### src/rtl/mkd_pkg.sv
package mkd_pkg;

    // Default depth of the message store, in bytes.
    localparam int MESSAGE_DEPTH_DEF = 16;

    // Number of event kinds, each with its own stored time stamp.
    localparam int KIND_COUNT = 4;

    // Field widths of the channels.
    localparam int KIND_W     = 2;
    localparam int TIME_W     = 32;
    localparam int DEBOUNCE_W = 16;
    localparam int RES_W      = 3;
    localparam int CHAR_W     = 8;
    localparam int MSG_LEN_W  = 4;
    localparam int CODE_LEN_W = 3;
    localparam int PATTERN_W  = 5;

    // Debounce delay after reset, in milliseconds.
    localparam logic [DEBOUNCE_W-1:0] DEBOUNCE_RESET = 16'd150;

    // Mark counter limits: five marks at most, six flags an overflowed code.
    localparam logic [CODE_LEN_W-1:0] MAX_MARKS      = 3'd5;
    localparam logic [CODE_LEN_W-1:0] OVERFLOW_MARKS = 3'd6;

    // Event kinds.
    localparam logic [KIND_W-1:0] KIND_DOT   = 2'd0;
    localparam logic [KIND_W-1:0] KIND_DASH  = 2'd1;
    localparam logic [KIND_W-1:0] KIND_ENTER = 2'd2;
    localparam logic [KIND_W-1:0] KIND_SEND  = 2'd3;

    // Result codes.
    localparam logic [RES_W-1:0] RES_MARK     = 3'd0;
    localparam logic [RES_W-1:0] RES_CHAR     = 3'd1;
    localparam logic [RES_W-1:0] RES_NO_MATCH = 3'd2;
    localparam logic [RES_W-1:0] RES_IGNORED  = 3'd3;
    localparam logic [RES_W-1:0] RES_SEND     = 3'd4;

    // One key event.
    typedef struct packed {
        logic [KIND_W-1:0] kind;
        logic [TIME_W-1:0] time_ms;
        logic              record_active;
    } evt_item_t;

    // One result beat.
    typedef struct packed {
        logic [RES_W-1:0]      event_res;
        logic [CHAR_W-1:0]     character;
        logic [MSG_LEN_W-1:0]  message_length;
        logic [CODE_LEN_W-1:0] code_length;
        logic                  last;
    } res_item_t;

    // International Morse table. The key is the mark count followed by the
    // pattern, where bit i is mark i and a one stands for a dash. Codes that
    // are empty, overflowed or not in the table give zero.
    function automatic logic [CHAR_W-1:0] morse_char(
        input logic [CODE_LEN_W-1:0] count,
        input logic [PATTERN_W-1:0]  pattern
    );
        logic [CHAR_W-1:0] ch;
        ch = 8'h00;
        case ({count, pattern})
            {3'd2, 5'b00010}: ch = "A";
            {3'd4, 5'b00001}: ch = "B";
            {3'd4, 5'b00101}: ch = "C";
            {3'd3, 5'b00001}: ch = "D";
            {3'd1, 5'b00000}: ch = "E";
            {3'd4, 5'b00100}: ch = "F";
            {3'd3, 5'b00011}: ch = "G";
            {3'd4, 5'b00000}: ch = "H";
            {3'd2, 5'b00000}: ch = "I";
            {3'd4, 5'b01110}: ch = "J";
            {3'd3, 5'b00101}: ch = "K";
            {3'd4, 5'b00010}: ch = "L";
            {3'd2, 5'b00011}: ch = "M";
            {3'd2, 5'b00001}: ch = "N";
            {3'd3, 5'b00111}: ch = "O";
            {3'd4, 5'b00110}: ch = "P";
            {3'd4, 5'b01011}: ch = "Q";
            {3'd3, 5'b00010}: ch = "R";
            {3'd3, 5'b00000}: ch = "S";
            {3'd1, 5'b00001}: ch = "T";
            {3'd3, 5'b00100}: ch = "U";
            {3'd4, 5'b01000}: ch = "V";
            {3'd3, 5'b00110}: ch = "W";
            {3'd4, 5'b01001}: ch = "X";
            {3'd4, 5'b01101}: ch = "Y";
            {3'd4, 5'b00011}: ch = "Z";
            {3'd5, 5'b11110}: ch = "1";
            {3'd5, 5'b11100}: ch = "2";
            {3'd5, 5'b11000}: ch = "3";
            {3'd5, 5'b10000}: ch = "4";
            {3'd5, 5'b00000}: ch = "5";
            {3'd5, 5'b00001}: ch = "6";
            {3'd5, 5'b00011}: ch = "7";
            {3'd5, 5'b00111}: ch = "8";
            {3'd5, 5'b01111}: ch = "9";
            {3'd5, 5'b11111}: ch = "0";
            default:          ch = 8'h00;
        endcase
        return ch;
    endfunction

endpackage

### src/rtl/mkd_stream_if.sv
interface mkd_stream_if #(
    parameter type T = logic
);
    logic valid;
    logic ready;
    T     data;

    modport source (output valid, output data, input ready);
    modport sink   (input valid, input data, output ready);
endinterface

### src/rtl/mkd_ram.sv
module mkd_ram #(
    parameter int WIDTH = 8,
    parameter int DEPTH = 16,
    localparam int AW = (DEPTH > 1) ? $clog2(DEPTH) : 1
) (
    input  logic             clk,
    input  logic             we,
    input  logic [AW-1:0]    waddr,
    input  logic [WIDTH-1:0] wdata,
    input  logic [AW-1:0]    raddr,
    output logic [WIDTH-1:0] rdata
);

    logic [WIDTH-1:0] mem [DEPTH];

    // Single write port, registered read port; a read in the same cycle as a
    // write to the same entry returns the old contents.
    always_ff @(posedge clk)
    begin
        if (we)
        begin
            mem[waddr] <= wdata;
        end
        rdata <= mem[raddr];
    end

endmodule

### src/rtl/morse_key_decoder.sv
// Morse key decoder.
//
// Key events (dot, dash, enter, send with a millisecond time stamp) arrive as
// beats on the evt channel; results leave as beats on the res channel. Each
// kind keeps its last time stamp in a four-entry time RAM; an event counts
// only when record mode is off and at least debounce_ms have passed since the
// previous event of its kind. Dots and dashes build a code, enter decodes it
// into the message RAM, send plays the message out as MESSAGE_DEPTH bytes.
//
// An event is accepted in the idle state; its time stamp is read and checked
// in the cycle after, in the evaluate state, and the single result beat of a
// dot, dash or enter is registered when that state ends, once the output
// register is free. A send then streams one message byte per cycle out of the
// message RAM while the receiver keeps up. Both RAMs have a registered read.
// The block takes one event at a time; a new event is accepted while the last
// result beat still waits in the output register.
// Reset clears the code, the message length and the stored time stamps and
// loads the debounce delay with 150 ms. When the receiver stalls, the output
// register holds its beat and the block waits with it.
module morse_key_decoder
    import mkd_pkg::*;
#(
    parameter int MESSAGE_DEPTH = MESSAGE_DEPTH_DEF
) (
    input  logic                  clk,
    input  logic                  rst_n,
    input  logic                  cfg_we,
    input  logic [DEBOUNCE_W-1:0] cfg_data,
    mkd_stream_if.sink            evt,
    mkd_stream_if.source          res
);

    localparam int IDX_W = $clog2(MESSAGE_DEPTH);
    localparam int KIDX_W = $clog2(KIND_COUNT);
    localparam logic [IDX_W-1:0] LAST_IDX  = IDX_W'(MESSAGE_DEPTH - 1);
    localparam logic [IDX_W-1:0] FULL_CNT  = IDX_W'(MESSAGE_DEPTH - 1);

    localparam logic [1:0] ST_IDLE = 2'd0;
    localparam logic [1:0] ST_EVAL = 2'd1;
    localparam logic [1:0] ST_SEND = 2'd2;

    logic [1:0]              state_reg, state_next;
    logic [DEBOUNCE_W-1:0]   debounce_reg;
    logic [KIND_W-1:0]       kind_reg;
    logic [TIME_W-1:0]       time_reg;
    logic                    rec_reg;
    logic [KIND_COUNT-1:0]   tvalid_reg, tvalid_next;
    logic [PATTERN_W-1:0]    pat_reg, pat_next;
    logic [CODE_LEN_W-1:0]   mcnt_reg, mcnt_next;
    logic [IDX_W-1:0]        msg_cnt_reg, msg_cnt_next;
    logic [IDX_W-1:0]        idx_reg, idx_next;
    logic                    out_valid_reg;
    res_item_t               out_reg, out_next;
    logic                    out_load;

    logic                    accept;
    logic                    load;
    logic [TIME_W-1:0]       t_rdata;
    logic [TIME_W-1:0]       last_time;
    logic                    pass;
    logic                    t_we;
    logic [KIDX_W-1:0]       t_raddr;
    logic [CHAR_W-1:0]       m_rdata;
    logic                    m_we;
    logic [IDX_W-1:0]        m_raddr;
    logic [CHAR_W-1:0]       lookup_ch;
    logic [IDX_W+MSG_LEN_W-1:0] msg_len_ext;

    assign accept   = evt.valid && evt.ready;
    assign evt.ready = (state_reg == ST_IDLE);
    assign load     = !out_valid_reg || res.ready;
    assign res.valid = out_valid_reg;
    assign res.data  = out_reg;

    // Per-kind time stamps; read with the incoming kind, held while waiting.
    assign t_raddr = (state_reg == ST_IDLE) ? KIDX_W'(evt.data.kind) : KIDX_W'(kind_reg);

    mkd_ram #(
        .WIDTH (TIME_W),
        .DEPTH (KIND_COUNT)
    ) u_time_ram (
        .clk   (clk),
        .we    (t_we),
        .waddr (KIDX_W'(kind_reg)),
        .wdata (time_reg),
        .raddr (t_raddr),
        .rdata (t_rdata)
    );

    // Message bytes; during a send the next address is fetched as each byte leaves.
    always_comb
    begin
        if (state_reg == ST_SEND)
        begin
            m_raddr = load ? idx_reg + 1'b1 : idx_reg;
        end
        else
        begin
            m_raddr = '0;
        end
    end

    mkd_ram #(
        .WIDTH (CHAR_W),
        .DEPTH (MESSAGE_DEPTH)
    ) u_msg_ram (
        .clk   (clk),
        .we    (m_we),
        .waddr (msg_cnt_reg),
        .wdata (lookup_ch),
        .raddr (m_raddr),
        .rdata (m_rdata)
    );

    // Debounce check against the stored time of this kind.
    assign last_time = tvalid_reg[KIDX_W'(kind_reg)] ? t_rdata : '0;
    assign pass      = ((time_reg - last_time) >= TIME_W'(debounce_reg)) && !rec_reg;
    assign lookup_ch = morse_char(mcnt_reg, pat_reg);
    assign msg_len_ext = {{MSG_LEN_W{1'b0}}, msg_cnt_next};

    // Event evaluation and send sequencing.
    always_comb
    begin
        state_next   = state_reg;
        tvalid_next  = tvalid_reg;
        pat_next     = pat_reg;
        mcnt_next    = mcnt_reg;
        msg_cnt_next = msg_cnt_reg;
        idx_next     = idx_reg;
        t_we         = 1'b0;
        m_we         = 1'b0;
        out_load     = 1'b0;
        out_next     = out_reg;

        case (state_reg)
            ST_IDLE:
            begin
                if (accept)
                begin
                    state_next = ST_EVAL;
                end
            end
            ST_EVAL:
            begin
                if (load)
                begin
                    t_we = 1'b1;
                    tvalid_next[KIDX_W'(kind_reg)] = 1'b1;
                    state_next = ST_IDLE;
                    out_load   = 1'b1;
                    out_next.character = '0;
                    out_next.last      = 1'b1;
                    if (!pass)
                    begin
                        out_next.event_res = RES_IGNORED;
                    end
                    else if (kind_reg == KIND_DOT || kind_reg == KIND_DASH)
                    begin
                        if (mcnt_reg < MAX_MARKS)
                        begin
                            if (kind_reg == KIND_DASH)
                            begin
                                pat_next[mcnt_reg] = 1'b1;
                            end
                            mcnt_next = mcnt_reg + 1'b1;
                        end
                        else
                        begin
                            mcnt_next = OVERFLOW_MARKS;
                        end
                        out_next.event_res = RES_MARK;
                    end
                    else if (kind_reg == KIND_ENTER)
                    begin
                        pat_next  = '0;
                        mcnt_next = '0;
                        if (lookup_ch != 8'h00)
                        begin
                            if (msg_cnt_reg < FULL_CNT)
                            begin
                                m_we         = 1'b1;
                                msg_cnt_next = msg_cnt_reg + 1'b1;
                            end
                            out_next.event_res = RES_CHAR;
                            out_next.character = lookup_ch;
                        end
                        else
                        begin
                            out_next.event_res = RES_NO_MATCH;
                        end
                    end
                    else
                    begin
                        // Send: the bytes follow from the message RAM.
                        pat_next   = '0;
                        mcnt_next  = '0;
                        idx_next   = '0;
                        out_load   = 1'b0;
                        state_next = ST_SEND;
                    end
                    out_next.message_length = msg_len_ext[MSG_LEN_W-1:0];
                    out_next.code_length    = mcnt_next;
                end
            end
            ST_SEND:
            begin
                if (load)
                begin
                    out_load = 1'b1;
                    out_next.event_res      = RES_SEND;
                    out_next.character      = (idx_reg < msg_cnt_reg) ? m_rdata : '0;
                    out_next.message_length = '0;
                    out_next.code_length    = '0;
                    out_next.last           = (idx_reg == LAST_IDX);
                    idx_next = idx_reg + 1'b1;
                    if (idx_reg == LAST_IDX)
                    begin
                        msg_cnt_next = '0;
                        state_next   = ST_IDLE;
                    end
                end
            end
            default:
            begin
                state_next = ST_IDLE;
            end
        endcase
    end

    // Control state and the debounce register.
    always_ff @(posedge clk or negedge rst_n)
    begin
        if (!rst_n)
        begin
            state_reg     <= ST_IDLE;
            debounce_reg  <= DEBOUNCE_RESET;
            tvalid_reg    <= '0;
            pat_reg       <= '0;
            mcnt_reg      <= '0;
            msg_cnt_reg   <= '0;
            idx_reg       <= '0;
            out_valid_reg <= 1'b0;
        end
        else
        begin
            state_reg   <= state_next;
            tvalid_reg  <= tvalid_next;
            pat_reg     <= pat_next;
            mcnt_reg    <= mcnt_next;
            msg_cnt_reg <= msg_cnt_next;
            idx_reg     <= idx_next;
            if (cfg_we)
            begin
                debounce_reg <= cfg_data;
            end
            if (load)
            begin
                out_valid_reg <= out_load;
            end
        end
    end

    // Captured event and output beat.
    always_ff @(posedge clk)
    begin
        if (accept)
        begin
            kind_reg <= evt.data.kind;
            time_reg <= evt.data.time_ms;
            rec_reg  <= evt.data.record_active;
        end
        if (out_load)
        begin
            out_reg <= out_next;
        end
    end

endmodule

### src/flat_wrapper.sv
// flat-port wrapper written by rule: the top's interface ports become plain ports
module morse_key_decoder_flat import mkd_pkg::*;
#(
    parameter int MESSAGE_DEPTH = MESSAGE_DEPTH_DEF
)
  (clk, rst_n, cfg_we, cfg_data, evt_valid, evt_data, evt_ready, res_valid, res_data, res_ready);
  mkd_stream_if #(.T(evt_item_t)) evt_i ();
  mkd_stream_if #(.T(res_item_t)) res_i ();
  input  logic clk;
  input  logic rst_n;
  input  logic cfg_we;
  input  logic [DEBOUNCE_W-1:0] cfg_data;
  input wire logic [$bits(evt_i.valid)-1:0] evt_valid;
  input wire logic [$bits(evt_i.data)-1:0] evt_data;
  output wire logic [$bits(evt_i.ready)-1:0] evt_ready;
  output wire logic [$bits(res_i.valid)-1:0] res_valid;
  output wire logic [$bits(res_i.data)-1:0] res_data;
  input wire logic [$bits(res_i.ready)-1:0] res_ready;
  assign evt_i.valid = evt_valid;
  assign evt_i.data = evt_data;
  assign evt_ready = evt_i.ready;
  assign res_valid = res_i.valid;
  assign res_data = res_i.data;
  assign res_i.ready = res_ready;
  morse_key_decoder #(.MESSAGE_DEPTH(MESSAGE_DEPTH)) u_core (.clk(clk), .rst_n(rst_n), .cfg_we(cfg_we), .cfg_data(cfg_data), .evt(evt_i), .res(res_i));
endmodule
### config.mk
export PLATFORM = sky130hd
export DESIGN_NAME = morse_key_decoder_flat
export DESIGN_NICKNAME = d
export VERILOG_FILES = /design/src/rtl/mkd_pkg.sv /design/src/rtl/mkd_stream_if.sv /design/src/rtl/mkd_ram.sv /design/src/rtl/morse_key_decoder.sv /design/src/flat_wrapper.sv
export SDC_FILE = /design/constraint.sdc
export NUM_CORES = 1
export LEC_CHECK = 0
export ABC_AREA = 1
export BUFFER_PORTS_ARGS = -buffer_cell sky130_fd_sc_hd__buf_2
export CORE_ASPECT_RATIO = 0.5
export CORE_MARGIN = 5
export CORE_UTILIZATION = 56
export CTS_CLUSTER_SIZE = 28
export DETAILED_ROUTE_END_ITERATION = 7
export MAX_ROUTING_LAYER = met4
export PLACE_DENSITY = 0.76
export SETUP_SLACK_MARGIN = 0.05
export SYNTH_ARGS = -nofsm -noshare
export SYNTH_HDL_FRONTEND = slang
export SYNTH_SLANG_ARGS = --single-unit
### constraint.sdc
create_clock -name clk -period 4.6 [get_ports clk]
set_clock_uncertainty 0.15 [all_clocks]
set_input_delay 0.69 -clock clk [delete_from_list [all_inputs] [get_ports clk]]
set_output_delay 0.69 -clock clk [all_outputs]
set_load 0.03 [all_outputs]
==> results of run 1 <==
-- area by class of cell --
cell class / count / area share, %
Multi-Input combinational cell: 1144 / 32.0
Timing Repair Buffer: 136 / 4.69
Tap cell: 423 / 2.57
Sequential cell: 371 / 51.2
Clock inverter: 16 / 0.910
Clock buffer: 46 / 4.59
Inverter: 222 / 4.07
-- cells in the mapped netlist, types with 4 or more instances --
master,instances,share of area (%)
nand2_1,496,11
edfxtp_1,293,50
inv_1,208,4.4
nor2_1,176,3.8
a21oi_1,70,2.0
ha_1,61,4.3
o21ai_0,58,1.7
nand3_1,52,1.5
clkbuf_1,42,0.90
dfxtp_1,39,4.4
dfrtp_1,35,5.0
a32oi_1,32,1.6
nor3_1,17,0.48
o311ai_0,17,0.85
o21bai_1,16,0.68
o32ai_1,16,0.80
o211ai_1,15,0.64
nand4_1,14,0.50
xor2_1,14,0.70
nand2_2,13,0.46
inv_2,12,0.26
nor2_2,12,0.43
nand3_2,9,0.51
buf_2,7,0.20
o21ai_1,7,0.20
and2_1,4,0.14
dfstp_2,4,0.60
nor3_2,4,0.23
nor3b_1,4,0.17
o21ai_2,4,0.20
or2_2,4,0.14
-- path summary, 6_finish.rpt --
check | from | endpoint | slack [ps] | depth (start not counted)
worst max register to register | u_core.kind_reg[0]$_DFFE_PP_ | u_core.res.data[7]$_SDFFCE_PP0P_ | -50 | 33
min in group clk | evt_data[9] | u_core.time_reg[8]$_DFFE_PP_ | 180 | 1
worst min register to register | u_core.debounce_reg[2]$_DFFE_PN1P_ | u_core.debounce_reg[2]$_DFFE_PN1P_ | 350 | 2
worst min-delay path | rst_n | u_core.idx_reg[1]$_DFFE_PN0P_ | 140 | 1
max in group asynchronous | rst_n | u_core.pat_reg[0]$_DFFE_PN0P_ | 3580 | 1
worst max-delay path | u_core.kind_reg[0]$_DFFE_PP_ | u_core.res.data[7]$_SDFFCE_PP0P_ | -50 | 33
-- cells by family (layout without fill, tap and decap cells) --
family          after synthesis  in the layout  share of synthesized area [%]
simple gates                813            813                           19.3
flops                       371            371                           60.2
buf+inv                     276            420                           6.09
compound gates              245            245                           9.11
fa+ha+maj                    62             62                           4.46
xor+xnor                     15             15                          0.749
other cells                   1              8                         0.0214
mux                           1              1                         0.0642
-- routing by layer --
metal | routed length [um] | global-route usage [%] | up-vias
met4 | 1070 | 6.18 | 0
met2 | 21200 | 40.0 | 421
li1 | - | - | 6254
met3 | 2400 | 4.13 | 85
met1 | 17600 | 28.8 | 6198
met5 | 0 | - | -
-- power by group through the flow --
stage	sequential (mW)	combinational [mW]	clock, mW
final	4.89	6.20	2.89
after global routing	4.94	6.88	3.08
after CTS	4.87	5.40	2.92
after detailed placement	4.93	5.30	0
after global placement	4.92	5.20	0
after floorplan	4.91	3.79	0
-- metrics by stage --
step           area, um^2  std cells
6_report            20600       2358
5_1_grt             20600       2358
2_1_floorplan       17600       1791
4_1_cts             19800       2335
3_5_place_dp        18600       2269
3_3_place_gp        18600       2269
-- worst reg2reg max path: cells and delay by family (launching register included) --
kind | cells | cell delay (ps)
XOR/XNOR | 1 | 190
AND/OR/NAND/NOR | 25 | 2350
buffers and inverters | 5 | 590
adder cells (fa/ha/maj) | 2 | 560
flip-flops | 1 | 530
-- timing repair --
item | in CTS | in global routing
setup buffers | 4 | 20
cloned | 0 | 3
hold endpoints to repair | 0 | 0
pin swaps | 2 | 35
resized for setup | 10 | 141
hold buffers | 0 | 0
setup endpoints to repair | 125 | 148
==> out/metrics.yaml, run 1 <==
gp_congestion: 0.978
cp_max_fo: 7
critPathLaunchType: "flop"
area_growth_pct: 17.5
pwr-share-clk_pct: 20.7
timing.hold.ws_ps: 140
worst_slew_pin_slew_ps: 1170
route.vias.total: 13000
power_frac_comb_pct: 44.3
critPathMostFrequentCell: "nand2_1"
tns_ps: -573
diodes: 0
h-tree-depth: 2
final_common_cell: "nand2_1"
die_y_um: 135
min_period_over_period_pct: 101
multi_input_area_um2: 6590
slowest_delay_ps: 530
synth_edf_count: 293
power_mw: 14.0
cp_slowest_cell: "edfxtp_1"
max_slew_margin_pct: 21.3
cts_buffers: 34
p_seq_share_pct: 35.0
leakage_nw: 8.58
dr.pass1.iters: 5
rsz0062_at_grt: "yes"
critPathTopFamily: "simple AND/OR/NAND/NOR gates"
setup_ws_ps: -45.4
finalSetupViolCount: 15
crit_path_end_kind: "flop"
ir_drop_v: 0.000361
drtIter0Drc: 1183
clockRootBuffer: "clkbuf_16"
antenna_found_initial: 0
layout_common_cells: "nand2_1, edfxtp_1, inv_1, nor2_1, buf_2"
synth-async-reset-ratio_pct: 10.5
grt_max_degree: 65
path_buf_inv: 5
die_area_um2: 35200
cts.clk_slew.worst_paths_ps: 60
violations: "setup timing"
core_um2: 30600
grt_pass1_vias: 12300
p_per_area_nw_per_um2: 678
yosys_warnings: 0
clock_latency_ps: 530
power.switching_mw: 5.67
vias_per_cell: 5.50
die_width_um: 260
drive_gt1_share_pct: 18.6
synthDistinctLibCells: 54
worstSetupPathType: "flop to flop"
gr-usage-all-layers_pct: 23.2
wl_per_cell_um: 17.9
fillerInstances: 2284
switching_share_pct: 40.6
syn_area_per_cell_um2: 9.84
num-nets-final: 2027
clockBufferDepth: 3
crit_required_ps: 4700
antenna_left: 0
cp.arrival_ps: 4740
period_minus_slack_ps: 4650
cts_tree: "done"
place_hpwl_um: 26500
ys_seq_elements: 371
ys_seq_area_share_pct: 60.2
regMostFlops: "u_core.u_time_ram.mem"
syn_inst: 1784
place_ws_ps: -102
numPortBuffers: 75
syn_area_um2: 17500
synth-main-ff-cell: "edfxtp_1"
maxCapViolations: 0
initial_core_util_pct: 57.3
status: "complete, but fails checks"
final_hold_viol_count: 0
std_cell_rows: 45
fin_util_pct: 67.3
io_pins: 77
grt_first_pass_wirelength_um: 63100
gr-total-overflow: 0
hold_class: "input pin to async pin"
reg_top3: "u_core.u_time_ram.mem x128, u_core.u_msg_ram.mem x112"
largest_register_ffs: 128
final_max_slew_viol_count: 0
wl_um: 42300
max_freq_ghz: 0.215
clock-sinks: 371
drc: 0
seq_area_um2: 10600
power.internal_mw: 8.31
Note: power is estimated with default switching activity, not from simulation.
==> run 2: changes to the inputs <==
Settings changed: REMOVE_ABC_BUFFERS set to 1.
==> run 2 against run 1 <==
The flow still finishes with violations (setup timing). Combinational power fell by 2%. Setup slack lost 7.7 ps. Non-clock buffer count shrank 1. Sequential power about the same. Die area unchanged. Fmax shrank 0.17%. Clock-buffer cell count fell by 5. Cell count is 0.21% lower. Flip-flop and latch count did not move. Core utilization is 0.62 points lower. Cell area fell by 0.93%. Highest routed layer unchanged. Via count shrank 0.70%.
==> out/metrics.yaml, run 2 (synthesis results as in run 1) <==
grt_first_pass_wirelength_um: 65100
power.internal_mw: 8.26
cp.arrival_ps: 4810
reg2reg_depth: 26
timing.hold.ws_ps: 126
place_hpwl_um: 28100
cts_buffers: 31
clock_latency_ps: 580
worstSetupPathType: "flop to flop"
clockRootBuffer: "clkbuf_16"
switching_share_pct: 40.2
antenna_found_initial: 0
regMostFlops: "u_core.u_time_ram.mem"
rsz0062_at_grt: "yes"
critPathLaunchType: "flop"
period_minus_slack_ps: 4650
die_width_um: 260
grt_pass1_vias: 12500
min_period_over_period_pct: 101
gp_congestion: 0.961
power.switching_mw: 5.55
setup_ws_ps: -53.1
top_usage_layer: "met2"
stdcell_area_um2: 20400
max_slew_margin_pct: 24.0
cp_slowest_cell: "edfxtp_1"
worst_slew_pin_slew_ps: 1140
leakage_nw: 8.53
final_common_cell: "nand2_1"
die_area_um2: 35200
grt_util_met2_pct: 38.9
drive_gt1_share_pct: 16.8
die_y_um: 135
placed_area_um2: 18700
clock-sinks: 371
gr-total-overflow: 0
reg_top3: "u_core.u_time_ram.mem x128, u_core.u_msg_ram.mem x112"
num-nets-final: 2023
cp_num_cells: 26
ir_drop_v: 0.000334
power_frac_comb_pct: 43.9
h-tree-depth: 1
p_per_area_nw_per_um2: 676
largest_register_ffs: 128
cp_max_fo: 7
pwr-share-clk_pct: 20.7
gr-usage-all-layers_pct: 23.8
wl_um: 41800
finalSetupViolCount: 63
final_hold_viol_count: 0
grt_max_degree: 65
drtIter0Drc: 1247
maxCapViolations: 0
dr.pass1.iters: 6
numPortBuffers: 75
critPathTopFamily: "simple AND/OR/NAND/NOR gates"
vias_per_cell: 5.47
power_mw: 13.8
antenna_left: 0
place_inst: 2278
crit_path_end_kind: "flop"
slowest_delay_ps: 450
final_max_slew_viol_count: 0
violations: "setup timing"
initial_core_util_pct: 57.3
drc: 0
wl_per_cell_um: 17.8
cts.clk_slew.worst_paths_ps: 70
path_buf_inv: 5
max_freq_ghz: 0.215
fin_util_pct: 66.7
cts_tree: "done"
fillerInstances: 2354
p_seq_share_pct: 35.4
hold_class: "input pin to async pin"
status: "complete, but fails checks"
clockBufferDepth: 3
grt_use_met1_pct: 31.9
diodes: 0
finalNonFillerCells: 2353
crit_required_ps: 4750
layout_common_cells: "nand2_1, edfxtp_1, inv_1, nor2_1, buf_2"
route.vias.total: 12900
timing.critical_path.from: "u_core.kind_reg[0]$_DFFE_PP_"
r2r_start: "u_core.kind_reg[0]$_DFFE_PP_"
core_um2: 30600
use_met3_pct: 3.15
area_growth_pct: 16.4
io_pins: 77
critPathMostFrequentCell: "nand2_1"
std_cell_rows: 45
-- run 2: cell types whose count changed in the layout (fill, tap and decap cells not counted), moves of 5 or more --
cell / delta
buf_6: -5
ha_1: +6
ha_4: -9
nand2_1: +11
nand2_2: -6
nand2_4: -5
nor2_2: -5
-- run 2: layer usage --
metal | vias to the layer above | wire length, um
li1 | 6256 | -
met1 | 6111 | 18400
met2 | 398 | 20000
met3 | 102 | 2130
met4 | 0 | 1300
met5 | - | 0
-- run 2: repair_timing --
| action | in CTS | in global routing |
|---|---|---|
| pin swaps | 2 | 33 |
| setup buffers | 2 | 12 |
| resized for setup | 7 | 103 |
| gates cloned | 0 | 3 |
| hold buffers | 0 | 0 |
| setup endpoints to repair | 123 | 154 |
-- run 2: metrics by stage --
step	setup WS (ps)	setup TNS, ps
CTS	55.5	0
global route	-303	-31870
floorplan	-211	-9840
detailed placement	-61.6	-854
finish	-53.1	-1930
global placement	37.1	0
-- run 2: path summary, 6_finish.rpt --
check	to	slack [ps]
setup / recovery	u_core.u_msg_ram.mem[4][0]$_DFFE_PP_	-50
hold / removal	u_core.debounce_reg[5]$_DFFE_PN0P_	130
setup reg to reg	u_core.u_msg_ram.mem[4][0]$_DFFE_PP_	-50
hold reg to reg	u_core.tvalid_reg[2]$_DFFE_PN0P_	330
max in group asynchronous	u_core.idx_reg[0]$_DFFE_PN0P_	3510
min in group clk	u_core.time_reg[18]$_DFFE_PP_	130
-- run 2: worst register-to-register path, cell delays in order (launching register included) --
cell      delay, ps
edfxtp_1        450
buf_6           170
nand3_4          80
nand4_4         210
buf_12          210
nand2_1          70
ha_2            300
nand2_2         150
inv_1            80
a21oi_2         170
nand3_2         130
xor2_1          160
ha_1            290
inv_1            60
o31a_1          280
nand2_1          90
nand2_1          60
nand2_1          60
nor2_1           40
nand2_1          50
nor2_1           50
nand2_2         160
nand3_4         120
nor2_4          260
nand3_4         230
nor2_4          170
buf_6           140
-- run 2: area by class of cell --
type	instances	area (um^2)	area share [%]
Clock buffer	41	823	4.03
Clock inverter	17	287	1.40
Inverter	222	841	4.12
Multi-Input combinational cell	1144	6400	31.3
Sequential cell	371	10600	51.7
Tap cell	423	529	2.59
Timing Repair Buffer	135	990	4.85
-- run 2: power groups by stage --
stage	sequential [mW]	clock (mW)	combinational [mW]
4_1_cts	4.87	2.89	5.52
6_report	4.88	2.86	6.06
3_3_place_gp	4.93	0	5.33
3_5_place_dp	4.93	0	5.45
5_1_grt	4.94	3.04	6.76
2_1_floorplan	4.93	0	3.72
